===== config.mk =====
export PLATFORM = sky130hd
export DESIGN_NAME = message_header_receiver
export DESIGN_NICKNAME = d
export VERILOG_FILES = /design/src/hdl/mhr_pkg.sv /design/src/hdl/mhr_parser.sv /design/src/hdl/message_header_receiver.sv
export VERILOG_INCLUDE_DIRS = /design/src /design/src/hdl
export SDC_FILE = /design/constraint.sdc
export NUM_CORES = 1
export LEC_CHECK = 0
export BUFFER_PORTS_ARGS = -buffer_cell sky130_fd_sc_hd__buf_4
export CAP_MARGIN = 5
export CORE_AREA = 2 2 118 120
export CTS_CLUSTER_SIZE = 8
export DETAILED_ROUTE_END_ITERATION = 12
export DIE_AREA = 0 0 120 122
export GPL_TIMING_DRIVEN = 0
export PLACE_DENSITY = 0.69
export SLEW_MARGIN = 20
export SYNTH_ARGS = -nofsm -noshare
export SYNTH_HDL_FRONTEND = slang
export SYNTH_SLANG_ARGS = --single-unit

===== constraint.sdc =====
create_clock -name i_clk -period 4.7 [get_ports i_clk]
set_input_delay 0.235 -clock i_clk [delete_from_list [all_inputs] [get_ports i_clk]]
set_output_delay 0.235 -clock i_clk [all_outputs]
set_load 0.1 [all_outputs]

===== src/hdl/assert_macros.svh =====
// assertion macros of the message header receiver, included by mhr_parser
// no dependencies; included inside module bodies that hold assertions
`ifndef ASSERT_MACROS_SVH
`define ASSERT_MACROS_SVH

// checked on every clock edge outside reset
`define ASSERT_CLK(label, prop, msg) \
    label: assert property (@(posedge i_clk) disable iff (!i_rst_n) prop) else $error(msg);

// checked on every clock edge, reset included
`define ASSERT_ALWAYS(label, prop, msg) \
    label: assert property (@(posedge i_clk) prop) else $error(msg);

`endif


===== src/hdl/mhr_pkg.sv =====
// types and constants of the message header receiver
// no dependencies; imported by mhr_parser, message_header_receiver and the testbench
package mhr_pkg;

    // sizes of the message format
    localparam int unsigned BUFFER_BYTES    = 256;
    localparam int unsigned MIN_MESSAGE_LEN = 13;
    localparam int unsigned HEADER_BYTES    = 7;

    localparam logic [7:0] SYNC_BYTE = 8'hA5;

    // item kinds
    localparam logic [1:0] KIND_BYTE  = 2'd0;
    localparam logic [1:0] KIND_TICK  = 2'd1;
    localparam logic [1:0] KIND_START = 2'd2;

    // end-of-read status codes
    localparam logic [1:0] ST_OK      = 2'd0;
    localparam logic [1:0] ST_REJECT  = 2'd1;
    localparam logic [1:0] ST_TIMEOUT = 2'd2;

    // configuration register indexes
    localparam int unsigned CFG_IDX_W  = 1;
    localparam int unsigned CFG_DATA_W = 16;
    localparam logic [CFG_IDX_W-1:0] CFG_TIMEOUT_LIMIT = 1'b0;
    localparam logic [CFG_IDX_W-1:0] CFG_SEARCH_LIMIT  = 1'b1;

    localparam logic [15:0] TIMEOUT_RESET = 16'd15000;
    localparam logic [7:0]  SEARCH_RESET  = 8'd243;

    typedef struct packed {
        logic [1:0] kind;
        logic [7:0] rx_byte;
        logic [7:0] expected_opcode;
    } t_item;

    typedef struct packed {
        logic       has_byte;
        logic [7:0] buffer_index;
        logic [7:0] stored_byte;
        logic       done_res;
        logic [1:0] status;
    } t_result;

endpackage


===== src/hdl/mhr_parser.sv =====
// read state and header parser of the message header receiver: one item per step
// depends on mhr_pkg and assert_macros.svh
module mhr_parser (
    input  logic            i_clk,
    input  logic            i_rst_n,
    input  logic            i_step,
    input  mhr_pkg::t_item  i_item,
    input  logic [15:0]     i_timeout_limit,
    input  logic [7:0]      i_search_limit,
    output logic            o_res_valid,
    output mhr_pkg::t_result o_res
);
    import mhr_pkg::*;

    `include "assert_macros.svh"

    // read phases
    localparam logic [3:0] PH_IDLE    = 4'd0;
    localparam logic [3:0] PH_SYNC1   = 4'd1;
    localparam logic [3:0] PH_SYNC2   = 4'd2;
    localparam logic [3:0] PH_SEQ     = 4'd3;
    localparam logic [3:0] PH_INST    = 4'd4;
    localparam logic [3:0] PH_LENLO   = 4'd5;
    localparam logic [3:0] PH_LENHI   = 4'd6;
    localparam logic [3:0] PH_OPC     = 4'd7;
    localparam logic [3:0] PH_PAYLOAD = 4'd8;

    logic [3:0]  r_phase,   n_phase;
    logic [7:0]  r_opcode,  n_opcode;
    logic [7:0]  r_len_low, n_len_low;
    logic [8:0]  r_msg_len, n_msg_len;
    logic [8:0]  r_wpos,    n_wpos;
    logic [7:0]  r_seen,    n_seen;
    logic [7:0]  r_left,    n_left;
    logic [15:0] r_wait,    n_wait;

    logic        clr;
    logic        hdr_has;
    logic        ended;
    logic        matched;
    logic [8:0]  wpos_cur;
    logic [15:0] wait_inc;
    logic [15:0] len_full;
    logic [7:0]  left_dec;

    // next state and result of one item
    always_comb begin
        n_phase   = r_phase;
        n_opcode  = r_opcode;
        n_len_low = r_len_low;
        n_msg_len = r_msg_len;
        n_wpos    = r_wpos;
        n_seen    = r_seen;
        n_left    = r_left;
        n_wait    = r_wait;
        clr       = 1'b0;
        hdr_has   = 1'b0;
        ended     = 1'b0;
        matched   = 1'b0;
        o_res_valid = 1'b0;
        o_res     = '0;
        wpos_cur  = (r_phase == PH_SYNC1) ? 9'd0 : r_wpos;
        wait_inc  = r_wait + 16'd1;
        len_full  = {i_item.rx_byte, r_len_low};
        left_dec  = (r_left != 8'd0) ? (r_left - 8'd1) : r_left;

        if (i_step) begin
            case (i_item.kind)
                KIND_START: begin
                    clr = 1'b1;
                end
                KIND_TICK: begin
                    if (r_phase != PH_IDLE) begin
                        n_wait = wait_inc;
                        if (wait_inc >= i_timeout_limit) begin
                            clr            = 1'b1;
                            o_res_valid    = 1'b1;
                            o_res.done_res = 1'b1;
                            o_res.status   = ST_TIMEOUT;
                        end
                    end
                end
                KIND_BYTE: begin
                    if (r_phase == PH_PAYLOAD) begin
                        // payload byte, the wait count keeps running
                        n_wpos             = r_wpos + 9'd1;
                        n_left             = left_dec;
                        o_res_valid        = 1'b1;
                        o_res.has_byte     = 1'b1;
                        o_res.buffer_index = r_wpos[7:0];
                        o_res.stored_byte  = i_item.rx_byte;
                        if (left_dec == 8'd0) begin
                            clr            = 1'b1;
                            o_res.done_res = 1'b1;
                            o_res.status   = ST_OK;
                        end
                    end else if (r_phase != PH_IDLE) begin
                        // header byte restarts the wait count
                        n_wait = '0;
                        case (r_phase)
                            PH_SYNC1: begin
                                if (i_item.rx_byte == SYNC_BYTE) begin
                                    hdr_has = 1'b1;
                                    n_phase = PH_SYNC2;
                                end
                            end
                            PH_SYNC2: begin
                                if (i_item.rx_byte == SYNC_BYTE) begin
                                    hdr_has = 1'b1;
                                    n_phase = PH_SEQ;
                                end else begin
                                    ended = 1'b1;
                                end
                            end
                            PH_SEQ: begin
                                hdr_has = 1'b1;
                                n_phase = PH_INST;
                            end
                            PH_INST: begin
                                hdr_has = 1'b1;
                                if (i_item.rx_byte == 8'd1) begin
                                    n_phase = PH_LENLO;
                                end else begin
                                    ended = 1'b1;
                                end
                            end
                            PH_LENLO: begin
                                hdr_has   = 1'b1;
                                n_len_low = i_item.rx_byte;
                                n_phase   = PH_LENHI;
                            end
                            PH_LENHI: begin
                                hdr_has = 1'b1;
                                if (len_full < 16'(MIN_MESSAGE_LEN)) begin
                                    ended = 1'b1;
                                end else begin
                                    n_phase = PH_OPC;
                                end
                                // clip to the buffer size
                                if (len_full > 16'(BUFFER_BYTES)) begin
                                    n_msg_len = 9'(BUFFER_BYTES);
                                end else begin
                                    n_msg_len = len_full[8:0];
                                end
                            end
                            default: begin
                                if (i_item.rx_byte == r_opcode) begin
                                    hdr_has = 1'b1;
                                    matched = 1'b1;
                                end else begin
                                    ended = 1'b1;
                                end
                            end
                        endcase

                        n_seen = r_seen + 8'd1;
                        if (hdr_has) begin
                            n_wpos             = wpos_cur + 9'd1;
                            o_res.has_byte     = 1'b1;
                            o_res.buffer_index = wpos_cur[7:0];
                            o_res.stored_byte  = i_item.rx_byte;
                        end

                        if (matched) begin
                            // opcode match wins over the search limit
                            n_phase     = PH_PAYLOAD;
                            n_left      = 8'(r_msg_len - 9'(HEADER_BYTES));
                            o_res_valid = 1'b1;
                        end else if (ended || (n_seen >= i_search_limit)) begin
                            clr            = 1'b1;
                            o_res_valid    = 1'b1;
                            o_res.done_res = 1'b1;
                            o_res.status   = ST_REJECT;
                        end else if (hdr_has) begin
                            o_res_valid = 1'b1;
                        end
                    end
                end
                default: begin
                end
            endcase
        end

        // end of read or new start clears the read state
        if (clr) begin
            n_phase   = PH_IDLE;
            n_opcode  = '0;
            n_len_low = '0;
            n_msg_len = '0;
            n_wpos    = '0;
            n_seen    = '0;
            n_left    = '0;
            n_wait    = '0;
        end
        if (i_step && (i_item.kind == KIND_START)) begin
            n_opcode = i_item.expected_opcode;
            n_phase  = PH_SYNC1;
        end
    end

    // read state registers
    always_ff @(posedge i_clk) begin
        if (!i_rst_n) begin
            r_phase   <= PH_IDLE;
            r_opcode  <= '0;
            r_len_low <= '0;
            r_msg_len <= '0;
            r_wpos    <= '0;
            r_seen    <= '0;
            r_left    <= '0;
            r_wait    <= '0;
        end else begin
            r_phase   <= n_phase;
            r_opcode  <= n_opcode;
            r_len_low <= n_len_low;
            r_msg_len <= n_msg_len;
            r_wpos    <= n_wpos;
            r_seen    <= n_seen;
            r_left    <= n_left;
            r_wait    <= n_wait;
        end
    end

    `ASSERT_CLK(a_idle_silent, (i_step && (r_phase == PH_IDLE) && (i_item.kind != KIND_START)) |-> !o_res_valid, "result without an active read")
    `ASSERT_CLK(a_done_ends_read, (i_step && o_res_valid && o_res.done_res) |=> (r_phase == PH_IDLE), "read still active after its end")
    `ASSERT_CLK(a_start_arms, (i_step && (i_item.kind == KIND_START)) |=> ((r_phase == PH_SYNC1) && (r_wpos == 9'd0)), "start did not arm a fresh read")
    `ASSERT_CLK(a_payload_pos, (r_phase == PH_PAYLOAD) |-> ((r_wpos >= 9'(HEADER_BYTES)) && (r_left != 8'd0)), "payload entered without a full header")

endmodule


===== src/hdl/message_header_receiver.sv =====
// top level of the message header receiver: stream ports, configuration, staging registers
// depends on mhr_pkg and mhr_parser
//
// Receive side of a framed serial message reader. A start transfer (tuser kind 2) arms a read
// with the opcode in tdata[15:8]; byte transfers (kind 0) then pass the header parser (two 0xA5
// sync bytes, sequence, instance 1, little-endian length of at least 13, clipped to 256, then
// the opcode) and the payload that follows. Every stored byte comes out with its position in
// the message; the last output transfer of a read carries tlast and its status. Idle poll
// ticks (kind 1) count toward timeout_limit; search_limit bounds the header bytes examined.
// One item is accepted every clock cycle while the output is not back-pressured; an item is
// held in the input register, its result is captured in the result register and presented
// from there. Only back-pressure on the output side slows the input. Configuration is to be
// written only while no read is in flight, which the block itself does not enforce; it takes
// effect on the next cycle.
module message_header_receiver (
    input  logic                            i_clk,
    input  logic                            i_rst_n,
    // input stream
    input  logic                            i_s_tvalid,
    output logic                            o_s_tready,
    input  logic [15:0]                     i_s_tdata,  // rx_byte[7:0], expected_opcode[15:8]
    input  logic [1:0]                      i_s_tuser,  // kind[1:0]
    // result stream
    output logic                            o_m_tvalid,
    input  logic                            i_m_tready,
    output logic [15:0]                     o_m_tdata,  // buffer_index[7:0], stored_byte[15:8]
    output logic [2:0]                      o_m_tuser,  // has_byte[0], status[2:1]
    output logic                            o_m_tlast,  // done_res
    // configuration write channel
    input  logic                            i_cfg_valid,
    output logic                            o_cfg_ready,
    input  logic [mhr_pkg::CFG_IDX_W-1:0]   i_cfg_index,
    input  logic [mhr_pkg::CFG_DATA_W-1:0]  i_cfg_data
);
    import mhr_pkg::*;

    logic [15:0] r_timeout_limit;
    logic [7:0]  r_search_limit;
    logic        r_in_valid;
    t_item       r_in_item;
    logic        r_out_valid;
    t_result     r_out;

    logic        out_free;
    logic        proc;
    logic        res_valid;
    t_result     res;

    // configuration registers
    assign o_cfg_ready = 1'b1;

    always_ff @(posedge i_clk) begin
        if (!i_rst_n) begin
            r_timeout_limit <= TIMEOUT_RESET;
            r_search_limit  <= SEARCH_RESET;
        end else if (i_cfg_valid) begin
            case (i_cfg_index)
                CFG_TIMEOUT_LIMIT: r_timeout_limit <= i_cfg_data;
                CFG_SEARCH_LIMIT:  r_search_limit  <= i_cfg_data[7:0];
                default: begin
                end
            endcase
        end
    end

    // handshake between the stages
    assign out_free   = !r_out_valid || i_m_tready;
    assign proc       = r_in_valid && out_free;
    assign o_s_tready = !r_in_valid || out_free;

    // input register
    always_ff @(posedge i_clk) begin
        if (!i_rst_n) begin
            r_in_valid <= 1'b0;
        end else if (o_s_tready) begin
            r_in_valid <= i_s_tvalid;
        end
    end

    always_ff @(posedge i_clk) begin
        if (i_s_tvalid && o_s_tready) begin
            r_in_item.kind            <= i_s_tuser;
            r_in_item.rx_byte         <= i_s_tdata[7:0];
            r_in_item.expected_opcode <= i_s_tdata[15:8];
        end
    end

    mhr_parser u_parser (
        .i_clk           (i_clk),
        .i_rst_n         (i_rst_n),
        .i_step          (proc),
        .i_item          (r_in_item),
        .i_timeout_limit (r_timeout_limit),
        .i_search_limit  (r_search_limit),
        .o_res_valid     (res_valid),
        .o_res           (res)
    );

    // result register
    always_ff @(posedge i_clk) begin
        if (!i_rst_n) begin
            r_out_valid <= 1'b0;
        end else if (out_free) begin
            r_out_valid <= proc && res_valid;
        end
    end

    always_ff @(posedge i_clk) begin
        if (proc && res_valid) begin
            r_out <= res;
        end
    end

    assign o_m_tvalid = r_out_valid;
    assign o_m_tdata  = {r_out.stored_byte, r_out.buffer_index};
    assign o_m_tuser  = {r_out.status, r_out.has_byte};
    assign o_m_tlast  = r_out.done_res;

endmodule


==> report_table.html, run 1 <==
<table>
<tr><th>Metric</th><th>Value</th></tr>
<tr><th colspan="2">Timing</th></tr>
<tr><td>Worst hold margin</td><td>0.0277 ns</td></tr>
<tr><td>Final-report max-slew violation count</td><td>0</td></tr>
<tr><td>Fmax achieved</td><td>0.229 GHz</td></tr>
<tr><td>Pin slew with the least headroom to its limit</td><td>0.961 ns</td></tr>
<tr><td>Final setup violation count</td><td>0</td></tr>
<tr><td>Worst slew margin relative to its limit</td><td>35.6%</td></tr>
<tr><td>Min Clock Period, post-route</td><td>4.37 ns</td></tr>
<tr><td>Final worst path period share</td><td>93.0%</td></tr>
<tr><td>Post-route clock skew</td><td>0.0157 ns</td></tr>
<tr><td>Fin Setup TNS</td><td>0 ns</td></tr>
<tr><td>RSZ-0062 raised after global routing</td><td>false</td></tr>
<tr><td>Endpoints failing hold</td><td>0</td></tr>
<tr><th colspan="2">GRT</th></tr>
<tr><td>First-pass GRT wire length</td><td>25.6 mm</td></tr>
<tr><td>Met2 global-route usage</td><td>36.8%</td></tr>
<tr><td>Via count of the first global-routing pass</td><td>5460</td></tr>
<tr><td>Antenna violations before repair</td><td>0</td></tr>
<tr><td>Total routing usage reported by global routing</td><td>22.0%</td></tr>
<tr><td>Total gr overflow</td><td>0</td></tr>
<tr><td>Met1 track utilization from global routing</td><td>27.9%</td></tr>
<tr><td>Maximum number of pins on one net before global-route repair</td><td>22</td></tr>
<tr><td>Busiest layer in global routing</td><td>met2</td></tr>
<tr><td>Met3 demand-to-capacity share in global routing</td><td>4.35%</td></tr>
<tr><th colspan="2">Logic synthesis</th></tr>
<tr><td>Synth async-reset ratio</td><td>0%</td></tr>
<tr><td>Mapped cell area</td><td>6610 sq um</td></tr>
<tr><td>Yosys warnings</td><td>0</td></tr>
<tr><td>Number of enable flip-flop cells after synthesis</td><td>38</td></tr>
<tr><td>Post-synth cell types</td><td>63</td></tr>
<tr><td>Gate count of the mapped netlist</td><td>734</td></tr>
<tr><td>Mean instance size in the synthesized netlist</td><td>9.00 sq um</td></tr>
<tr><td>Register bit total from synthesis</td><td>132</td></tr>
<tr><td>Post-synth top flop</td><td>dfxtp_1</td></tr>
<tr><td>Mapped Nets</td><td>804</td></tr>
<tr><td>Sequential cell area fraction in the yosys report</td><td>45.7%</td></tr>
<tr><th colspan="2">Drt</th></tr>
<tr><td>Count of vias placed by the detailed router</td><td>5646</td></tr>
<tr><td>Final routed wire length divided by cell count</td><td>15.3 microns</td></tr>
<tr><td>Starting DRC count in detailed routing</td><td>387</td></tr>
<tr><td>Final antenna-violating net count</td><td>0</td></tr>
<tr><td>Post-detailed-route DRC marker count</td><td>0</td></tr>
<tr><td>Total Wirelength</td><td>15.7 mm</td></tr>
<tr><td>DRT Pass-1 Iters</td><td>5</td></tr>
<tr><td>Number of vias per cell</td><td>5.51</td></tr>
<tr><th colspan="2">Worst setup path</th></tr>
<tr><td>Required time at the endpoint of the critical path</td><td>5.05 ns</td></tr>
<tr><td>Worst-path maximum fanout</td><td>10</td></tr>
<tr><td>Startpoint Class</td><td>flop</td></tr>
<tr><td>Critical Setup Path Class</td><td>reg2reg</td></tr>
<tr><td>Endpoint class of the critical path</td><td>flop</td></tr>
<tr><td>Data arrival time at the worst-slack endpoint</td><td>4.72 ns</td></tr>
<tr><th colspan="2">Floorplanning</th></tr>
<tr><td>Effective utilization at floorplan</td><td>48.9%</td></tr>
<tr><td>CORE AREA</td><td>13500 sq um</td></tr>
<tr><td>Die Width</td><td>120 microns</td></tr>
<tr><td>Number of primary I/O pins</td><td>63</td></tr>
<tr><td>Chip Height</td><td>122 microns</td></tr>
<tr><td>Number of rows in the core area</td><td>43</td></tr>
<tr><td>DIE AREA</td><td>14600 sq um</td></tr>
<tr><th colspan="2">Run</th></tr>
<tr><td>Max cap viols</td><td>0</td></tr>
<tr><th colspan="2">CTS</th></tr>
<tr><td>TritonCTS sink count</td><td>132</td></tr>
<tr><td>Clk slew on worst S/H paths</td><td>0.06 ns</td></tr>
<tr><td>Clk Latency, worst-skew pair</td><td>0.43 ns</td></tr>
<tr><td>Clock tree buffer depth</td><td>2</td></tr>
<tr><td>CTS root buffer</td><td>clkbuf_16</td></tr>
<tr><td>Clock tree from TritonCTS</td><td>built</td></tr>
<tr><td>Clock buffer count from CTS</td><td>17</td></tr>
<tr><td>H-tree Lvls</td><td>4</td></tr>
<tr><th colspan="2">Hold path</th></tr>
<tr><td>Kind of path behind the tightest hold check</td><td>in2reg</td></tr>
<tr><th colspan="2">Placed design</th></tr>
<tr><td>Final Wtd Congestion</td><td>0.855</td></tr>
<tr><td>Number of port buffers</td><td>61</td></tr>
<tr><td>Detailed placement HPWL</td><td>11.1 mm</td></tr>
<tr><th colspan="2">Pwr</th></tr>
<tr><td>Largest voltage drop on the vdd net</td><td>0.227 mV</td></tr>
<tr><td>Static Leakage</td><td>3.10 nW</td></tr>
<tr><td>Pwr/cell area</td><td>330 nW/um^2</td></tr>
<tr><th colspan="2">Layout</th></tr>
<tr><td>Nets</td><td>902</td></tr>
<tr><td>Commonest non-fill, non-tap cell in the layout</td><td>dfxtp_1</td></tr>
<tr><td>Sequential cell area in the final layout</td><td>3020 sq um</td></tr>
<tr><td>Synthesis-to-finish area growth</td><td>22.2%</td></tr>
<tr><td>Commonest cells after routing, fill and taps aside</td><td>94 x dfxtp_1, 88 x nand2_1, 72 x nor2_1, 62 x buf_4, 46 x a21oi_1</td></tr>
<tr><td>Area of the multi-input gates</td><td>3290 sq um</td></tr>
<tr><td>N_diodes</td><td>0</td></tr>
<tr><td>Layout filler cell count</td><td>1155</td></tr>
<tr><td>Proportion of layout cells with a drive suffix above 1</td><td>14.1%</td></tr>
<tr><th colspan="2">Status</th></tr>
<tr><td>Status</td><td>completed</td></tr>
</table>
[critical path, cell delays in order (launching register included)]
cell and delay [ns]:
dfxtp_1 0.42, ha_1 0.25, and3_1 0.26, and3_1 0.25, and3_1 0.17, clkbuf_1 0.29
nand3_1 0.17, xnor2_1 0.17, ha_1 0.30, a21oi_1 0.13, a21boi_0 0.09, a311oi_1 0.29
a21oi_2 0.16, o21bai_1 0.26, or4_1 0.51, clkbuf_1 0.14, buf_6 0.17, buf_6 0.14
nor2_1 0.12
[metal layers]
metal	vias up	share of wire (%)
met5	-	0
met4	0	1.3
met3	18	4.5
met2	156	48
met1	2689	46
li1	2783	-
[registers in the layout, summed over array words and instances (netlist names), 16 cells and up]
name,count
u_parser.r_wait,16
r_timeout_limit,16
o_m_tdata,16
r_in_item,18
[cells by family (layout without fill, tap and decap cells)]
group / Yosys count / after routing / share of synthesized area [%]
AO/OA/AOI/OAI: 159 / 159 / 15.0
XOR/XNOR: 43 / 43 / 5.70
adder cells (fa/ha/maj): 30 / 30 / 5.68
buffers and inverters: 72 / 183 / 4.66
flip-flops: 132 / 132 / 45.7
multiplexers: 12 / 12 / 1.84
other: 1 / 1 / 0.0567
AND/OR/NAND/NOR: 285 / 285 / 21.3
[stage by stage]
stage,area (sq um),worst slack [ns],cells,total power (W),util [%]
after floorplan,6610,0.955,734,0.00131,-
after CTS,8060,0.260,1025,0.00268,59.7
after global routing,8070,0.00743,1025,0.00275,59.8
after detailed placement,7300,0.275,975,0.00137,54.0
final,8070,0.329,1025,0.00266,59.8
after global placement,7290,0.344,975,0.00137,54.0
[layout make-up]
| type | count | share of cell area [%] |
|---|---|---|
| inverter | 38 | 1.77 |
| multi-input combinational | 530 | 40.8 |
| buffer | 34 | 2.05 |
| clock inverter | 12 | 1.47 |
| tap | 180 | 2.79 |
| sequential | 132 | 37.4 |
| timing repair buffer | 79 | 7.90 |
| clock buffer | 20 | 5.78 |
[final timing paths]
kind / from / to / slack (ns) / cells past startpoint
hold / removal: i_s_tvalid / r_in_valid$_SDFFE_PN0N_ / 0.03 / 3
setup / recovery: u_parser.r_wait[0]$_SDFFE_PP0P_ / u_parser.r_msg_len[0]$_SDFFE_PP0P_ / 0.33 / 18
setup reg to reg: u_parser.r_wait[0]$_SDFFE_PP0P_ / u_parser.r_msg_len[0]$_SDFFE_PP0P_ / 0.33 / 18
hold reg to reg: r_timeout_limit[14]$_SDFFE_PN0P_ / r_timeout_limit[14]$_SDFFE_PN0P_ / 0.45 / 2
[Yosys cell counts, types with 3 or more instances]
cell type	instances	area [sq um]
a2111oi_0	3	26.3
a211oi_1	6	45.0
a21oi_1	47	235
a22oi_1	13	97.6
a311oi_1	3	26.3
a31oi_1	5	31.3
and2_1	22	138
and3_1	8	50.1
buf_2	3	15.0
buf_6	4	45.0
clkbuf_1	24	90.1
dfxtp_1	94	1880
edfxtp_1	38	1140
ha_1	30	375
inv_1	37	139
mux2i_1	11	110
nand2_1	88	330
nand2b_1	11	68.8
nand3_1	19	95.1
nand3b_1	8	60.1
nand4_1	8	50.1
nor2_1	72	270
nor2b_1	6	37.5
nor3_1	9	45.0
nor3b_1	3	22.5
nor4_1	10	62.6
o211ai_1	15	113
o21a_1	4	30.0
o21ai_0	42	210
o22ai_1	3	18.8
or2_2	4	25.0
or3_1	5	31.3
xnor2_1	20	175
xor2_1	23	201
[what timing repair did]
action,CTS,global route
setup endpoints to repair,0,83
buffers inserted,0,0
endpoints found under the hold margin,18,0
hold buffers,18,0
resized for setup,0,3
[report_power, final]
part | leakage (nW) | internal, W | switching [W]
Clock | 0.286 | 0.000780 | 0.000520
Combinational | 1.73 | 0.0000641 | 0.0000816
Sequential | 1.09 | 0.00120 | 0.0000199
Note: power is estimated with default switching activity, not from simulation.
==> inputs of run 2 (changes only) <==
--- a/config.mk
+++ b/config.mk
@@ -8,13 +8,14 @@
 export LEC_CHECK = 0
 export BUFFER_PORTS_ARGS = -buffer_cell sky130_fd_sc_hd__buf_4
 export CAP_MARGIN = 5
-export CORE_AREA = 2 2 118 120
+export CORE_AREA = 2 2 90 158
 export CTS_CLUSTER_SIZE = 8
 export DETAILED_ROUTE_END_ITERATION = 12
-export DIE_AREA = 0 0 120 122
+export DIE_AREA = 0 0 92 160
 export GPL_TIMING_DRIVEN = 0
-export PLACE_DENSITY = 0.69
+export PLACE_DENSITY = 0.68
 export SLEW_MARGIN = 20
 export SYNTH_ARGS = -nofsm -noshare
 export SYNTH_HDL_FRONTEND = slang
 export SYNTH_SLANG_ARGS = --single-unit
+export TNS_END_PERCENT = 1
==> run 2 against run 1 <==
Compared with the run above:
- cell count down 0.39%
- power up 3.9%
- largest cell class unchanged
- sequential share of layout area down 0.12 points
- die area up 0.55%
- sequential cell count unchanged
- critical path type unchanged
- clock-buffer cell count down 2
- non-clock buffer count down 1
- cell area up 0.33%
- clock power up 8%
- register-to-register slack better by 0.097 ns
==> report_table.html, run 2 (synthesized netlist as in run 1, its figures left out) <==
<table>
<tr><th>Metric</th><th>Value</th></tr>
<tr><th colspan="2">Status</th></tr>
<tr><td>Status</td><td>completed (unchanged)</td></tr>
<tr><th colspan="2">CTS</th></tr>
<tr><td>TritonCTS sink count</td><td>132 (unchanged)</td></tr>
<tr><td>CTS root buffer</td><td>clkbuf_16 (unchanged)</td></tr>
<tr><td>Clock buffer count from CTS</td><td>17 (unchanged)</td></tr>
<tr><td>H-tree Lvls</td><td>4 (unchanged)</td></tr>
<tr><td>Post-CTS setup repair buffer count</td><td>0 (unchanged)</td></tr>
<tr><td>Clock tree buffer depth</td><td>2 (unchanged)</td></tr>
<tr><td>Clk slew on worst S/H paths</td><td>0.06 ns (about the same)</td></tr>
<tr><td>Clock tree from TritonCTS</td><td>built (unchanged)</td></tr>
<tr><td>Clk Latency, worst-skew pair</td><td>0.42 ns (was 0.43 ns)</td></tr>
<tr><th colspan="2">Timing</th></tr>
<tr><td>Pin slew with the least headroom to its limit</td><td>0.979 ns (was 0.961 ns)</td></tr>
<tr><td>Post-route clock skew</td><td>0.00839 ns (was 0.0157 ns)</td></tr>
<tr><td>RSZ-0062 raised after global routing</td><td>false (unchanged)</td></tr>
<tr><td>Final-report max-slew violation count</td><td>0 (unchanged)</td></tr>
<tr><td>Worst hold margin</td><td>0.0371 ns (was 0.0277 ns)</td></tr>
<tr><td>Final worst path period share</td><td>90.9% (was 93.0%)</td></tr>
<tr><td>Endpoints failing hold</td><td>0 (unchanged)</td></tr>
<tr><td>Final setup violation count</td><td>0 (unchanged)</td></tr>
<tr><td>Fin Setup TNS</td><td>0 ns (unchanged)</td></tr>
<tr><td>Worst slew margin relative to its limit</td><td>34.7% (was 35.6%)</td></tr>
<tr><td>Fmax achieved</td><td>0.234 GHz (was 0.229 GHz)</td></tr>
<tr><td>Min Clock Period, post-route</td><td>4.27 ns (was 4.37 ns)</td></tr>
<tr><th colspan="2">GRT</th></tr>
<tr><td>Total gr overflow</td><td>0 (unchanged)</td></tr>
<tr><td>Total routing usage reported by global routing</td><td>22.8% (was 22.0%)</td></tr>
<tr><td>First-pass GRT wire length</td><td>26.7 mm (was 25.6 mm)</td></tr>
<tr><td>Antenna violations before repair</td><td>0 (unchanged)</td></tr>
<tr><td>Via count of the first global-routing pass</td><td>5648 (was 5460)</td></tr>
<tr><td>Maximum number of pins on one net before global-route repair</td><td>22 (unchanged)</td></tr>
<tr><th colspan="2">Drt</th></tr>
<tr><td>Uppermost layer routed</td><td>met4 (unchanged)</td></tr>
<tr><td>Post-detailed-route DRC marker count</td><td>0 (unchanged)</td></tr>
<tr><td>Number of vias per cell</td><td>5.47 (was 5.51)</td></tr>
<tr><td>Met3 Routed Length</td><td>429 microns (was 698 microns)</td></tr>
<tr><td>Final routed wire length divided by cell count</td><td>16.1 microns (was 15.3 microns)</td></tr>
<tr><td>Total Wirelength</td><td>16.4 mm (was 15.7 mm)</td></tr>
<tr><td>Count of vias placed by the detailed router</td><td>5586 (was 5646)</td></tr>
<tr><td>Wire length on met1</td><td>5.99 mm (was 7.20 mm)</td></tr>
<tr><td>DRT Pass-1 Iters</td><td>4 (was 5)</td></tr>
<tr><td>Starting DRC count in detailed routing</td><td>261 (was 387)</td></tr>
<tr><td>Met2 wire len</td><td>9.55 mm (was 7.54 mm)</td></tr>
<tr><td>Final antenna-violating net count</td><td>0 (unchanged)</td></tr>
<tr><th colspan="2">Layout</th></tr>
<tr><td>Proportion of layout cells with a drive suffix above 1</td><td>13.9% (was 14.1%)</td></tr>
<tr><td>Synthesis-to-finish area growth</td><td>22.6% (was 22.2%)</td></tr>
<tr><td>N_diodes</td><td>0 (unchanged)</td></tr>
<tr><td>Nets</td><td>901 (was 902)</td></tr>
<tr><td>Commonest non-fill, non-tap cell in the layout</td><td>dfxtp_1 (unchanged)</td></tr>
<tr><td>Commonest cells after routing, fill and taps aside</td><td>94 x dfxtp_1, 88 x nand2_1, 72 x nor2_1, 62 x buf_4, 47 x a21oi_1 (was 94 x dfxtp_1, 88 x nand2_1, 72 x nor2_1, 62 x buf_4, 46 x a21oi_1)</td></tr>
<tr><td>Max FFs per register</td><td>18 (unchanged)</td></tr>
<tr><td>Finished layout cell area</td><td>8100 sq um (was 8070 sq um)</td></tr>
<tr><td>Register bank with the most flops</td><td>r_in_item (unchanged)</td></tr>
<tr><td>Number of standard cells in the final layout excluding fillers</td><td>1021 (was 1025)</td></tr>
<tr><td>Final core area utilization</td><td>59.8% (about the same)</td></tr>
<tr><th colspan="2">Placed design</th></tr>
<tr><td>Number of port buffers</td><td>61 (unchanged)</td></tr>
<tr><td>Detailed placement HPWL</td><td>12.2 mm (was 11.1 mm)</td></tr>
<tr><td>Final Wtd Congestion</td><td>0.907 (was 0.855)</td></tr>
<tr><td>Standard cell area after detailed placement</td><td>7300 sq um (about the same)</td></tr>
<tr><td>Cell count after placement</td><td>972 (was 975)</td></tr>
<tr><th colspan="2">Worst setup path</th></tr>
<tr><td>Critical Setup Path Class</td><td>reg2reg (unchanged)</td></tr>
<tr><td>RR Endpoint</td><td>u_parser.r_opcode[6]$_SDFFE_PN0P_ (was u_parser.r_msg_len[0]$_SDFFE_PP0P_)</td></tr>
<tr><td>Longest individual stage delay on the worst path</td><td>0.52 ns (was 0.51 ns)</td></tr>
<tr><td>CP max stage cell</td><td>or4_1 (unchanged)</td></tr>
<tr><td>Required time at the endpoint of the critical path</td><td>5.04 ns (was 5.05 ns)</td></tr>
<tr><td>Count of cells along the worst register-to-register path</td><td>16 (was 18)</td></tr>
<tr><td>Startpoint Class</td><td>flop (unchanged)</td></tr>
<tr><td>Launch point of the worst path</td><td>u_parser.r_wait[0]$_SDFFE_PP0P_ (unchanged)</td></tr>
<tr><td>Worst-case register-to-register setup slack</td><td>0.43 ns (was 0.33 ns)</td></tr>
<tr><td>Start of the worst register-to-register path</td><td>u_parser.r_wait[0]$_SDFFE_PP0P_ (unchanged)</td></tr>
<tr><td>Endpoint class of the critical path</td><td>flop (unchanged)</td></tr>
<tr><td>Worst-path maximum fanout</td><td>10 (unchanged)</td></tr>
<tr><td>Data arrival time at the worst-slack endpoint</td><td>4.62 ns (was 4.72 ns)</td></tr>
<tr><td>CP endpoint</td><td>u_parser.r_opcode[6]$_SDFFE_PN0P_ (was u_parser.r_msg_len[0]$_SDFFE_PP0P_)</td></tr>
<tr><td>Series of cell instances along the critical path</td><td>ha_1, and3_1, and3_1, and3_2, nand3_1, xnor2_1, ha_1, a21oi_1, a21boi_0, a311oi_1, a21oi_1, o21bai_1, or4_1, clkbuf_1, buf_2, o21ai_0 (was ha_1, and3_1, and3_1, and3_1, clkbuf_1, nand3_1, xnor2_1, ha_1, a21oi_1, a21boi_0, a311oi_1, a21oi_2, o21bai_1, or4_1, clkbuf_1, buf_6, buf_6, nor2_1)</td></tr>
<tr><th colspan="2">Hold path</th></tr>
<tr><td>Kind of path behind the tightest hold check</td><td>in2reg (unchanged)</td></tr>
<tr><th colspan="2">Floorplanning</th></tr>
<tr><td>Number of primary I/O pins</td><td>63 (unchanged)</td></tr>
<tr><td>CORE AREA</td><td>13600 sq um (was 13500 sq um)</td></tr>
<tr><td>Number of rows in the core area</td><td>57 (was 43)</td></tr>
<tr><td>Chip Height</td><td>160 microns (was 122 microns)</td></tr>
<tr><td>DIE AREA</td><td>14700 sq um (was 14600 sq um)</td></tr>
<tr><td>Effective utilization at floorplan</td><td>48.8% (was 48.9%)</td></tr>
<tr><td>Die Width</td><td>92 microns (was 120 microns)</td></tr>
<tr><th colspan="2">Run</th></tr>
<tr><td>Max cap viols</td><td>0 (unchanged)</td></tr>
<tr><th colspan="2">Pwr</th></tr>
<tr><td>Largest voltage drop on the vdd net</td><td>0.267 mV (was 0.227 mV)</td></tr>
<tr><td>Static Leakage</td><td>3.11 nW (was 3.10 nW)</td></tr>
<tr><td>Pwr/cell area</td><td>342 nW/um^2 (was 330 nW/um^2)</td></tr>
</table>
==> run 2: changes by cell type in the layout (fill, tap and decap cells not counted), sizes merged <==
cell,before,now
inv,44,45
clkinvlp,2,3
clkinv,3,1
clkbuf,44,41
bufinv,1,3
==> run 2: area by class of cell <==
type,instances,area (sq um)
buffer,33,161
clock buffer,18,429
clock inverter,14,193
fill,1191,5450
inverter,38,143
multi-input combinational,530,3290
sequential,132,3020
tap,177,221
timing repair buffer,79,638
==> run 2: timing repair <==
item                       CTS  global route
setup endpoints to repair    0            88
hold buffers                18             0
resized for setup            0             2
hold endpoints to repair    18             0
==> run 2: worst min path at each step <==
stage                       from                             end  depth (start not counted)
floorplan                i_rst_n  r_search_limit[1]$_SDFFE_PN1P_                          1
global placement    i_s_tdata[8]          r_in_item[0]$_DFFE_PP_                          1
detailed placement  i_s_tdata[7]         r_in_item[15]$_DFFE_PP_                          1
CTS                   i_s_tvalid         r_in_valid$_SDFFE_PN0N_                          3
global route          i_s_tvalid         r_in_valid$_SDFFE_PN0N_                          3
finish                i_s_tvalid         r_in_valid$_SDFFE_PN0N_                          3
==> run 2: worst max-delay path, delay by kind of cell, from the launching register on <==
kind / cells / cell delay (ns)
AND/OR/NAND/NOR: 5 / 1.47
AO/OA/AOI/OAI: 6 / 1.20
adder cells (fa/ha/maj): 2 / 0.57
flip-flops: 1 / 0.41
buffers and inverters: 2 / 0.38
XOR/XNOR: 1 / 0.17
==> run 2: where the power goes <==
| part | leakage, nW | switching (W) | internal (W) |
|---|---|---|---|
| registers | 1.09 | 0.0000196 | 0.00120 |
| logic | 1.73 | 0.0000820 | 0.0000642 |
| clock network | 0.295 | 0.000551 | 0.000854 |
| total | 3.11 | 0.000653 | 0.00211 |
==> run 2: layer usage <==
layer,vias to the layer above,GRT usage [%]
li1,2783,-
met1,2669,22.2
met2,97,46.0
met3,37,3.96
met4,0,8.82
met5,-,0
==> run 2: metrics by stage <==
| step | power, W | worst slack, ns |
|---|---|---|
| 6_report | 0.00277 | 0.427 |
| 5_1_grt | 0.00284 | 0.0160 |
| 3_5_place_dp | 0.00138 | 0.230 |
| 2_1_floorplan | 0.00131 | 0.955 |
| 4_1_cts | 0.00278 | 0.183 |
| 3_3_place_gp | 0.00137 | 0.384 |
